### src/sv/ils_pkg.sv
// ----------------------------------------------------------------------------
// ils_pkg: indexed list store shared definitions
// Sizes, opcodes and the command and status types that pass between the
// controller and the datapath.
// ----------------------------------------------------------------------------
package ils_pkg;

    localparam int CAPACITY     = 64;
    localparam int ELEMENT_BITS = 32;

    localparam int OPCODE_W = 3;
    localparam int POS_W    = 7;
    localparam int VALUE_W  = 32;
    localparam int FPOS_W   = 6;
    localparam int ENTRY_W  = 7;

    localparam int ADDR_BITS  = $clog2(CAPACITY);
    localparam int COUNT_BITS = $clog2(CAPACITY + 1);
    localparam int CMP_BITS   = (COUNT_BITS > POS_W) ? COUNT_BITS : POS_W;

    typedef enum logic [OPCODE_W-1:0] {
        OP_INSERT = OPCODE_W'(0),
        OP_APPEND = OPCODE_W'(1),
        OP_GET    = OPCODE_W'(2),
        OP_SEARCH = OPCODE_W'(3),
        OP_REMOVE = OPCODE_W'(4),
        OP_CLEAR  = OPCODE_W'(5)
    } op_t;

    typedef enum logic [2:0] {
        PTR_HOLD,
        PTR_ZERO,
        PTR_COUNT_M1,
        PTR_POS_P1,
        PTR_INC,
        PTR_DEC
    } ptr_op_t;

    typedef enum logic [1:0] {
        CNT_HOLD,
        CNT_INC,
        CNT_DEC,
        CNT_CLR
    } cnt_op_t;

    typedef struct packed {
        logic    load;
        logic    rd_en;
        logic    rd_at_pos;
        logic    shift;
        ptr_op_t ptr_op;
        logic    wr_word;
        cnt_op_t cnt_op;
        logic    set_ok;
        logic    cap_rv;
        logic    cap_fp;
        logic    out_load;
    } ils_cmd_t;

    typedef struct packed {
        op_t  op;
        logic ins_ok;
        logic acc_ok;
        logic ptr_eq_pos;
        logic ptr_eq_count;
        logic hit;
    } ils_status_t;

endpackage

### src/sv/ils_datapath.sv
// ----------------------------------------------------------------------------
// ils_datapath: indexed list store datapath
// Entry memory, entry count, scan pointer, request and result registers.
// ----------------------------------------------------------------------------
module ils_datapath
(
    input  logic                                clk,
    input  logic                                rst_n,
    input  ils_pkg::ils_cmd_t                   cmd,
    output ils_pkg::ils_status_t                status,
    input  logic [ils_pkg::OPCODE_W-1:0]        opcode,
    input  logic [ils_pkg::POS_W-1:0]           position,
    input  logic [ils_pkg::VALUE_W-1:0]         value,
    output logic                                ok,
    output logic [ils_pkg::VALUE_W-1:0]         read_value,
    output logic [ils_pkg::FPOS_W-1:0]          found_position,
    output logic [ils_pkg::ENTRY_W-1:0]         entry_count
);

    logic [ils_pkg::ELEMENT_BITS-1:0] entries_reg [ils_pkg::CAPACITY];

    ils_pkg::op_t                     op_reg;
    logic [ils_pkg::CMP_BITS-1:0]     pos_reg;
    logic [ils_pkg::ELEMENT_BITS-1:0] word_reg;
    logic [ils_pkg::COUNT_BITS-1:0]   count_reg;
    logic [ils_pkg::COUNT_BITS-1:0]   count_next;
    logic [ils_pkg::COUNT_BITS-1:0]   ptr_reg;
    logic [ils_pkg::COUNT_BITS-1:0]   ptr_next;
    logic [ils_pkg::ELEMENT_BITS-1:0] rdata_reg;
    logic [ils_pkg::ADDR_BITS-1:0]    rd_addr_reg;
    logic                             rd_valid_reg;
    logic                             shift_pend_reg;

    logic                             ok_w_reg;
    logic [ils_pkg::ELEMENT_BITS-1:0] rv_w_reg;
    logic [ils_pkg::ADDR_BITS-1:0]    fp_w_reg;

    logic                             ok_reg;
    logic [ils_pkg::VALUE_W-1:0]      read_value_reg;
    logic [ils_pkg::FPOS_W-1:0]       found_position_reg;
    logic [ils_pkg::ENTRY_W-1:0]      entry_count_reg;

    logic [ils_pkg::ADDR_BITS-1:0]    pos_addr;
    logic [ils_pkg::ADDR_BITS-1:0]    rd_addr;
    logic [ils_pkg::ADDR_BITS-1:0]    wr_addr;
    logic [ils_pkg::ELEMENT_BITS-1:0] wr_data;
    logic                             wr_en;
    logic [ils_pkg::CMP_BITS-1:0]     count_ext;
    ils_pkg::op_t                     op_in;

    assign op_in     = ils_pkg::op_t'(opcode);
    assign count_ext = ils_pkg::CMP_BITS'(count_reg);
    assign pos_addr  = pos_reg[ils_pkg::ADDR_BITS-1:0];
    assign rd_addr   = cmd.rd_at_pos ? pos_addr : ptr_reg[ils_pkg::ADDR_BITS-1:0];

    // shifted entry goes one place up for insert, one place down for remove
    always_comb
    begin
        wr_en   = cmd.wr_word | shift_pend_reg;
        wr_data = cmd.wr_word ? word_reg : rdata_reg;
        if (cmd.wr_word)
        begin
            wr_addr = pos_addr;
        end
        else if (op_reg == ils_pkg::OP_REMOVE)
        begin
            wr_addr = rd_addr_reg - ils_pkg::ADDR_BITS'(1);
        end
        else
        begin
            wr_addr = rd_addr_reg + ils_pkg::ADDR_BITS'(1);
        end
    end

    always_ff @(posedge clk)
    begin
        if (wr_en)
        begin
            entries_reg[wr_addr] <= wr_data;
        end
        if (cmd.rd_en)
        begin
            rdata_reg <= entries_reg[rd_addr];
        end
    end

    always_comb
    begin
        case (cmd.ptr_op)
            ils_pkg::PTR_ZERO:     ptr_next = '0;
            ils_pkg::PTR_COUNT_M1: ptr_next = count_reg - ils_pkg::COUNT_BITS'(1);
            ils_pkg::PTR_POS_P1:   ptr_next = ils_pkg::COUNT_BITS'(pos_reg)
                                              + ils_pkg::COUNT_BITS'(1);
            ils_pkg::PTR_INC:      ptr_next = ptr_reg + ils_pkg::COUNT_BITS'(1);
            ils_pkg::PTR_DEC:      ptr_next = ptr_reg - ils_pkg::COUNT_BITS'(1);
            default:               ptr_next = ptr_reg;
        endcase
    end

    always_comb
    begin
        case (cmd.cnt_op)
            ils_pkg::CNT_INC: count_next = count_reg + ils_pkg::COUNT_BITS'(1);
            ils_pkg::CNT_DEC: count_next = count_reg - ils_pkg::COUNT_BITS'(1);
            ils_pkg::CNT_CLR: count_next = '0;
            default:          count_next = count_reg;
        endcase
    end

    always_ff @(posedge clk or negedge rst_n)
    begin
        if (!rst_n)
        begin
            count_reg      <= '0;
            rd_valid_reg   <= 1'b0;
            shift_pend_reg <= 1'b0;
        end
        else
        begin
            count_reg      <= count_next;
            rd_valid_reg   <= cmd.rd_en;
            shift_pend_reg <= cmd.rd_en & cmd.shift;
        end
    end

    always_ff @(posedge clk)
    begin
        ptr_reg <= ptr_next;
        if (cmd.rd_en)
        begin
            rd_addr_reg <= rd_addr;
        end
        if (cmd.load)
        begin
            op_reg   <= op_in;
            word_reg <= ils_pkg::ELEMENT_BITS'(value);
            pos_reg  <= (op_in == ils_pkg::OP_APPEND) ? count_ext
                                                      : ils_pkg::CMP_BITS'(position);
            ok_w_reg <= 1'b0;
            rv_w_reg <= '0;
            fp_w_reg <= '0;
        end
        else
        begin
            if (cmd.set_ok)
            begin
                ok_w_reg <= 1'b1;
            end
            if (cmd.cap_rv)
            begin
                rv_w_reg <= rdata_reg;
            end
            if (cmd.cap_fp)
            begin
                fp_w_reg <= rd_addr_reg;
            end
        end
        if (cmd.out_load)
        begin
            ok_reg             <= ok_w_reg;
            read_value_reg     <= ils_pkg::VALUE_W'(rv_w_reg);
            found_position_reg <= ils_pkg::FPOS_W'(fp_w_reg);
            entry_count_reg    <= ils_pkg::ENTRY_W'(count_reg);
        end
    end

    assign status.op           = op_reg;
    assign status.ins_ok       = (count_reg < ils_pkg::COUNT_BITS'(ils_pkg::CAPACITY))
                                 && (pos_reg <= count_ext);
    assign status.acc_ok       = pos_reg < count_ext;
    assign status.ptr_eq_pos   = ils_pkg::CMP_BITS'(ptr_reg) == pos_reg;
    assign status.ptr_eq_count = ptr_reg == count_reg;
    assign status.hit          = rd_valid_reg && (rdata_reg == word_reg);

    assign ok             = ok_reg;
    assign read_value     = read_value_reg;
    assign found_position = found_position_reg;
    assign entry_count    = entry_count_reg;

endmodule

### src/sv/ils_ctrl.sv
// ----------------------------------------------------------------------------
// ils_ctrl: indexed list store controller
// Sequences decode, memory walks and result delivery for one transaction.
// ----------------------------------------------------------------------------
module ils_ctrl
(
    input  logic                 clk,
    input  logic                 rst_n,
    input  logic                 in_valid,
    output logic                 in_stall,
    output logic                 out_valid,
    input  logic                 out_stall,
    input  ils_pkg::ils_status_t status,
    output ils_pkg::ils_cmd_t    cmd
);

    typedef enum logic [3:0] {
        S_IDLE,
        S_DECODE,
        S_GET,
        S_SEARCH,
        S_SHIFT_UP,
        S_REM_CAP,
        S_SHIFT_DN,
        S_DRAIN,
        S_WRITE_NEW,
        S_DONE
    } state_t;

    state_t state_reg;
    state_t state_next;
    logic   out_valid_reg;
    logic   out_valid_next;

    always_comb
    begin
        cmd            = '0;
        cmd.ptr_op     = ils_pkg::PTR_HOLD;
        cmd.cnt_op     = ils_pkg::CNT_HOLD;
        state_next     = state_reg;
        out_valid_next = out_valid_reg & out_stall;
        case (state_reg)
            S_IDLE:
            begin
                if (in_valid)
                begin
                    cmd.load   = 1'b1;
                    state_next = S_DECODE;
                end
            end
            S_DECODE:
            begin
                case (status.op)
                    ils_pkg::OP_INSERT, ils_pkg::OP_APPEND:
                    begin
                        if (!status.ins_ok)
                        begin
                            state_next = S_DONE;
                        end
                        else if (status.acc_ok)
                        begin
                            cmd.ptr_op = ils_pkg::PTR_COUNT_M1;
                            state_next = S_SHIFT_UP;
                        end
                        else
                        begin
                            state_next = S_WRITE_NEW;
                        end
                    end
                    ils_pkg::OP_GET:
                    begin
                        if (status.acc_ok)
                        begin
                            cmd.rd_en     = 1'b1;
                            cmd.rd_at_pos = 1'b1;
                            state_next    = S_GET;
                        end
                        else
                        begin
                            state_next = S_DONE;
                        end
                    end
                    ils_pkg::OP_SEARCH:
                    begin
                        cmd.ptr_op = ils_pkg::PTR_ZERO;
                        state_next = S_SEARCH;
                    end
                    ils_pkg::OP_REMOVE:
                    begin
                        if (status.acc_ok)
                        begin
                            cmd.rd_en     = 1'b1;
                            cmd.rd_at_pos = 1'b1;
                            state_next    = S_REM_CAP;
                        end
                        else
                        begin
                            state_next = S_DONE;
                        end
                    end
                    ils_pkg::OP_CLEAR:
                    begin
                        cmd.cnt_op = ils_pkg::CNT_CLR;
                        cmd.set_ok = 1'b1;
                        state_next = S_DONE;
                    end
                    default:
                    begin
                        state_next = S_DONE;
                    end
                endcase
            end
            S_GET:
            begin
                cmd.cap_rv = 1'b1;
                cmd.set_ok = 1'b1;
                state_next = S_DONE;
            end
            S_SEARCH:
            begin
                if (status.hit)
                begin
                    cmd.cap_fp = 1'b1;
                    cmd.set_ok = 1'b1;
                    state_next = S_DONE;
                end
                else if (status.ptr_eq_count)
                begin
                    state_next = S_DONE;
                end
                else
                begin
                    cmd.rd_en  = 1'b1;
                    cmd.ptr_op = ils_pkg::PTR_INC;
                end
            end
            S_SHIFT_UP:
            begin
                cmd.rd_en = 1'b1;
                cmd.shift = 1'b1;
                if (status.ptr_eq_pos)
                begin
                    state_next = S_DRAIN;
                end
                else
                begin
                    cmd.ptr_op = ils_pkg::PTR_DEC;
                end
            end
            S_REM_CAP:
            begin
                cmd.cap_rv = 1'b1;
                cmd.ptr_op = ils_pkg::PTR_POS_P1;
                state_next = S_SHIFT_DN;
            end
            S_SHIFT_DN:
            begin
                if (status.ptr_eq_count)
                begin
                    state_next = S_DRAIN;
                end
                else
                begin
                    cmd.rd_en  = 1'b1;
                    cmd.shift  = 1'b1;
                    cmd.ptr_op = ils_pkg::PTR_INC;
                end
            end
            S_DRAIN:
            begin
                if (status.op == ils_pkg::OP_REMOVE)
                begin
                    cmd.cnt_op = ils_pkg::CNT_DEC;
                    cmd.set_ok = 1'b1;
                    state_next = S_DONE;
                end
                else
                begin
                    state_next = S_WRITE_NEW;
                end
            end
            S_WRITE_NEW:
            begin
                cmd.wr_word = 1'b1;
                cmd.cnt_op  = ils_pkg::CNT_INC;
                cmd.set_ok  = 1'b1;
                state_next  = S_DONE;
            end
            S_DONE:
            begin
                if (!out_valid_reg || !out_stall)
                begin
                    cmd.out_load   = 1'b1;
                    out_valid_next = 1'b1;
                    state_next     = S_IDLE;
                end
            end
            default:
            begin
                state_next = S_IDLE;
            end
        endcase
    end

    always_ff @(posedge clk or negedge rst_n)
    begin
        if (!rst_n)
        begin
            state_reg     <= S_IDLE;
            out_valid_reg <= 1'b0;
        end
        else
        begin
            state_reg     <= state_next;
            out_valid_reg <= out_valid_next;
        end
    end

    assign in_stall  = state_reg != S_IDLE;
    assign out_valid = out_valid_reg;

endmodule

### src/sv/indexed_list_store.sv
// ----------------------------------------------------------------------------
// indexed_list_store: ordered word list with insert, remove and search
// Top level joining the controller and the datapath.
// ----------------------------------------------------------------------------
// One transaction is taken at a time and gives one result. Insert and
// remove walk the entries from the position to the end of the list, and
// search walks the entries until a hit or the end, so the longest work is
// the walk over the entry memory, which has one read and one write port
// with registered read data and moves or compares one entry per cycle. The
// result sits in an output register, so the next transaction is accepted
// while a result still waits to be taken.
module indexed_list_store
(
    input  logic                         clk,
    input  logic                         rst_n,
    input  logic                         in_valid,
    output logic                         in_stall,
    input  logic [ils_pkg::OPCODE_W-1:0] opcode,
    input  logic [ils_pkg::POS_W-1:0]    position,
    input  logic [ils_pkg::VALUE_W-1:0]  value,
    output logic                         out_valid,
    input  logic                         out_stall,
    output logic                         ok,
    output logic [ils_pkg::VALUE_W-1:0]  read_value,
    output logic [ils_pkg::FPOS_W-1:0]   found_position,
    output logic [ils_pkg::ENTRY_W-1:0]  entry_count
);

    ils_pkg::ils_cmd_t    cmd;
    ils_pkg::ils_status_t status;

    ils_ctrl u_ctrl
    (
        .clk       (clk),
        .rst_n     (rst_n),
        .in_valid  (in_valid),
        .in_stall  (in_stall),
        .out_valid (out_valid),
        .out_stall (out_stall),
        .status    (status),
        .cmd       (cmd)
    );

    ils_datapath u_datapath
    (
        .clk            (clk),
        .rst_n          (rst_n),
        .cmd            (cmd),
        .status         (status),
        .opcode         (opcode),
        .position       (position),
        .value          (value),
        .ok             (ok),
        .read_value     (read_value),
        .found_position (found_position),
        .entry_count    (entry_count)
    );

endmodule
### config.mk
export PLATFORM = sky130hd
export DESIGN_NAME = indexed_list_store
export DESIGN_NICKNAME = d
export VERILOG_FILES = /design/src/sv/ils_pkg.sv /design/src/sv/ils_datapath.sv /design/src/sv/ils_ctrl.sv /design/src/sv/indexed_list_store.sv
export SDC_FILE = /design/constraint.sdc
export NUM_CORES = 2
export LEC_CHECK = 0
export BUFFER_PORTS_ARGS = -buffer_cell sky130_fd_sc_hd__buf_2
export CORE_MARGIN = 2
export CORE_UTILIZATION = 40
export CTS_BUF_LIST = sky130_fd_sc_hd__clkbuf_4 sky130_fd_sc_hd__clkbuf_8
export DETAILED_ROUTE_END_ITERATION = 7
export GPL_TIMING_DRIVEN = 0
export MAX_ROUTING_LAYER = met4
export SLEW_MARGIN = 30
export SYNTH_ARGS = -nofsm -noshare
export SYNTH_HDL_FRONTEND = slang
export SYNTH_HIERARCHICAL = 1
export SYNTH_SLANG_ARGS = --single-unit
### constraint.sdc
create_clock -name clk -period 6.9 [get_ports clk]
set_input_delay 1.035 -clock clk [delete_from_list [all_inputs] [get_ports clk]]
set_output_delay 1.035 -clock clk [all_outputs]
set_load 0.01 [all_outputs]
==> results.md, run 1 <==
* Status: stopped before the end
* Halt Stage: detailed routing
* First reported error: [ERROR DRT-0255] Maze Route cannot find path of net clk in worker of routeBox ( 434700 0 ) ( 487300 48300 ).
* HPWL Detailed at approximately 420 mm
* Post-synth EDFFs at between 2k and 2.5k
* GPL Wtd Cong at around 1.1
* # IOs at 94
* Cell row count at approximately 180
* Count leader, synth: edfxtp_1
* Syn. warnings at 6
* Grt total ovfl at 0
* Chip Width at between 400 and 500 µm
* Post-synthesis cell type count at 95
* Yosys top cell by area: edfxtp_1
* Post-synth ARST share at 0.627%
* Port bufs at 93
* Initial antenna violation count at 110
* Cell Area, Synth at roughly 0.093 mm²
* Synth Flop Type: edfxtp_1
* Clock Tree Root: clkbuf_8
* Largest net degree at the start of global routing at 65
* Grt repair worst endpoint: u_datapath/rdata_reg[0]$_DFFE_PP_/D
* Post-synth top area share at a little over two thirds
* First-pass GRT wire length at just over 700 mm
* Seq/Total Area, Yosys at 71.3%
* Number of global-route vias before repair at ~70k
* Commonest cells post-synth: 2181 x edfxtp_1, 707 x nor2_1, 634 x o21ai_0
* Tot GR Track Use at between 40% and 50%
* H-tree levels at 5
* Worst End Pin Type: register data pin
* Cells after Synth at ~7.0k
* Net Count, Synth at a little over 7k
* Chip Height at roughly 500 µm
* Starting density of the core at 40.2%
* Total CTS buffers at just under 400
* Synthesized flop and latch total at 2234
* Area contributors post-synth: edfxtp_1 70%, o21ai_0 3.4%, nor2_1 2.8%, a21oi_1 2.7%, nand2_1 2.3%
* CTS max path bufs at 4
* Mean Syn Cell Area at between 10 and 15 µm²
* Sinks on the clock net at between 2k and 2.5k
stage by stage:
stage	util [%]	setup WS, ns	std cells	cell area (µm²)
floorplan	-	1.60	7013	93400
global placement	42.0	-6.12	10100	97700
CTS	48.7	0.103	11400	113000
detailed placement	45.3	-2.05	10700	105000
global route	49.0	0.0591	11500	114000
routing by layer:
metal  GRT usage (%)
met5               -
met3            28.2
met1            53.8
met4            40.1
met2            61.8
cell families after synthesis:
kind of cell	Yosys count	share of synthesized area (%)
AOI/OAI and AO/OA	2310	16.0
muxes	87	1.04
DFF	2234	71.3
and+or+nand+nor	1715	7.95
adders and majority gates	17	0.236
buffers and inverters	580	2.83
xor gates and xnor gates	70	0.656
repair_timing:
item,CTS,global route
hold endpoints to repair,14,0
pin swaps,3,8
setup buffers,10,4
gates resized for setup,121,93
endpoints found under the setup margin,33,29
hold buffers,1,0
==> run 2, diff against run 1 <==
--- a/config.mk
+++ b/config.mk
@@ -7,11 +7,10 @@
 export LEC_CHECK = 0
 export BUFFER_PORTS_ARGS = -buffer_cell sky130_fd_sc_hd__buf_2
 export CORE_MARGIN = 2
-export CORE_UTILIZATION = 40
-export CTS_BUF_LIST = sky130_fd_sc_hd__clkbuf_4 sky130_fd_sc_hd__clkbuf_8
+export CORE_UTILIZATION = 25
 export DETAILED_ROUTE_END_ITERATION = 7
 export GPL_TIMING_DRIVEN = 0
-export MAX_ROUTING_LAYER = met4
+export PLACE_DENSITY_LB_ADDON = 0.15
 export SLEW_MARGIN = 30
 export SYNTH_ARGS = -nofsm -noshare
 export SYNTH_HDL_FRONTEND = slang
==> run 2 against run 1 <==
The flow now finishes, with violations (negative setup slack); global-route usage is 17 points lower; area after synthesis is the same; synthesized cell count stayed put.
==> results.md, run 2 <==
* Status: finished, violations left
* Failing checks: negative setup slack
* Fmax at between 100 and 150 MHz
* Drt via density at roughly 6.0
* Die ar. at between 0.3 and 0.4 mm²
* Tot GR Track Use at 31.6%
* Final hold violations at 0
* Crit share post-route at 103%
* Dpl ws at -2.44 ns
* Post-synth ARST share at less than 1%
* Cells after Synth at 7013
* Syn. warnings at 6
* Cell Area, Synth at 0.0934 mm²
* Post-synth EDFFs at roughly 2.2k
* Core ar. at around 0.37 mm²
* Crit-path max FO at 10
* GPL Wtd Cong at 0.998
* First-pass GRT wire length at between 700 and 800 mm
* DR WL/cell at about 47 µm
* Clk_skew at just over 0.06 ns
* Reg2reg setup slack at -0.18 ns
* Total CTS buffers at 267
* Most common cell after layout, fill and taps aside: edfxtp_1
* Chip Width at 615 µm
* Synthesized flop and latch total at around 2.2k
* Crit Path Class: reg -> reg
* Vias at approximately 80k
* # IOs at 94
* Type of the most critical hold path: in -> async
* Slew HR at between 20 and 25%
* Worst r2r path cells at 21
* Leak Pwr at slightly below 40 nW
* Net Count, Synth at slightly above 7k
* Crit path DAT at 7.61 ns
* Max-cap viol count at 0
* Pwr Total at between 70 and 80 mW
* Post-synth top area share at a little over two thirds
* Commonest cells post-synth: 2181 x edfxtp_1, 707 x nor2_1, 634 x o21ai_0
* DRC at 0
* Hold slack final at 0.0403 ns
* Crit. Startpoint: u_datapath/pos_reg[0]
* Final Setup Violations at 22
* Worst r2r dst: u_datapath/rdata_reg[15]
* Largest register FFs at slightly above 2k
* Sinks on the clock net at 2234
* Core Util, Final at a little under a third
* Commonest cells after routing, fill and taps aside: 2181 x edfxtp_1, 682 x nor2_1, 621 x o21ai_0
* Min Tclk post-route at 7.08 ns
* CP Launch Type: flop
* Final Max Tran Viols at 0
* Cell row count at roughly 220
* H-tree levels at 5
* Worst-Skew Late Latency at ~0.96 ns
* Post-synthesis cell type count at 95
* Combinational power share at 55.2%
* DR iter-0 viols at ~16k
* Post-detailed-route count of antenna-violating nets at 0
* WP data required at around 7.4 ns
* P per Cell Area at 603 mW/mm²
* Share of layout cells above drive strength 1 at between 20 and 25%
* Switch Pwr at around 37 mW
* Largest net degree at the start of global routing at 65
* Synth Flop Type: edfxtp_1
* Worst Setup End Kind: flop
* Yosys top cell by area: edfxtp_1
* Area growth, synth to finish at 26.6%
* Number of global-route vias before repair at 70.5k
* Setup ws final at -0.177 ns
* Clock slew at reported path FFs at 0.06 ns
* HPWL Detailed at about 460 mm
* CTS tree: done
* Unrepaired setup endpoints after global routing: false
* Post-CTS Hold Fix Bufs at 0
* Starting density of the core at between 20% and 30%
* Worst r2r src: u_datapath/pos_reg[0]
* CTS max path bufs at 4
* Flop pwr share at between 20% and 30%
* Chip Height at between 600 and 700 µm
* Grt total ovfl at 0
* Final TNS setup at -1.78 ns
* Total Wirelength at slightly above 600 mm
* Port bufs at between 90 and 100
* Crit path to: u_datapath/rdata_reg[15]
* Count leader, synth: edfxtp_1
* Mean Syn Cell Area at between 10 and 15 µm²
* Drt pass-1 iters at 8
* Initial antenna violation count at between 100 and 150
* Worst vdd ir at 0.275 mV
* Pint at 34.0 mW
* Sw Ratio at between 50% and 60%
* Area contributors post-synth: edfxtp_1 70%, o21ai_0 3.4%, nor2_1 2.8%, a21oi_1 2.7%, nand2_1 2.3%
* Tightest Pin Transition at between 1 and 1.5 ns
* Clock power frac at 19.3%
* Seq/Total Area, Yosys at around 71%
* NumNets Final at just over 8k
* Clock Tree Root: clkbuf_16
run 2: how the worst min path moves through the flow:
stage,endpoint,slack [ns],startpoint,cells after the start
after floorplan,u_datapath/found_position[0],0.41,u_datapath/fp_w_reg[0],0
after global placement,u_datapath/ok,0.43,u_datapath/ok_w_reg,0
after detailed placement,u_datapath/ok,0.43,u_datapath/ok_w_reg,0
after CTS,u_datapath/count_ext[4],0.03,rst_n,1
after global routing,u_datapath/count_ext[6],0.07,rst_n,1
final,u_datapath/count_ext[6],0.04,rst_n,1
run 2: stage by stage:
| stage | cells | area (µm²) |
|---|---|---|
| floorplan | 7013 | 93400 |
| global placement | 12100 | 100000 |
| detailed placement | 12700 | 109000 |
| CTS | 13200 | 118000 |
| global route | 13200 | 118000 |
| finish | 13200 | 118000 |
run 2: per-layer routing:
layer | GRT usage, % | up-vias | wire [µm]
met5 | 0 | - | 544
met1 | 39.3 | 40900 | 229000
met2 | 43.7 | 7490 | 247000
li1 | - | 29400 | -
met4 | 23.1 | 48 | 54700
met3 | 13.1 | 1891 | 89700
run 2: what timing repair did:
action | 4_1_cts | 5_1_grt
buffers inserted | 17 | 3
pin swaps | 14 | 11
gates cloned | 0 | 0
setup endpoints to repair | 36 | 32
resized for setup | 211 | 112
run 2: cell families (layout without fill, tap and decap cells):
kind of cell,Yosys count,in the layout,synth area share (%)
and+or+nand+nor,1715,1715,7.95
xor gates and xnor gates,70,70,0.656
buffers and inverters,580,1780,2.83
DFF,2234,2234,71.3
adders and majority gates,17,17,0.236
other,0,62,0
AOI/OAI and AO/OA,2310,2310,16.0
muxes,87,87,1.04
run 2: final cells by class:
type | count | area, µm²
timing repair buffer | 732 | 8100
sequential | 2234 | 66600
inverter | 35 | 138
clock buffer | 347 | 7200
antenna | 62 | 155
clock inverter | 123 | 917
tap | 4972 | 6220
fill | 37300 | 254000
buffer | 543 | 3170
multi-input combinational | 4199 | 25800
run 2: critical path: stages (launching register included):
cell	delay [ns]
edfxtp_1	0.51
buf_2	0.27
inv_1	0.23
clkbuf_4	0.30
clkbuf_8	0.30
ha_1	0.19
inv_1	0.04
a21o_1	0.17
a21oi_1	0.22
o21ai_0	0.14
nor2_2	0.25
and4_4	0.39
buf_6	0.19
mux2i_4	0.39
inv_4	0.14
buf_2	0.31
clkbuf_4	0.43
clkbuf_2	0.52
o21ai_0	0.32
a22oi_1	0.13
o32ai_1	0.77
a32oi_2	0.37
run 2: power by group through the flow:
stage	clock network (mW)	logic (mW)	registers, mW
4_1_cts	13.8	36.1	18.2
5_1_grt	14.3	38.0	18.2
2_1_floorplan	0	12.3	18.3
3_5_place_dp	0	35.1	18.5
3_3_place_gp	0	32.3	18.7
6_report	13.8	39.4	18.2
Note: power is estimated with default switching activity, not from simulation.
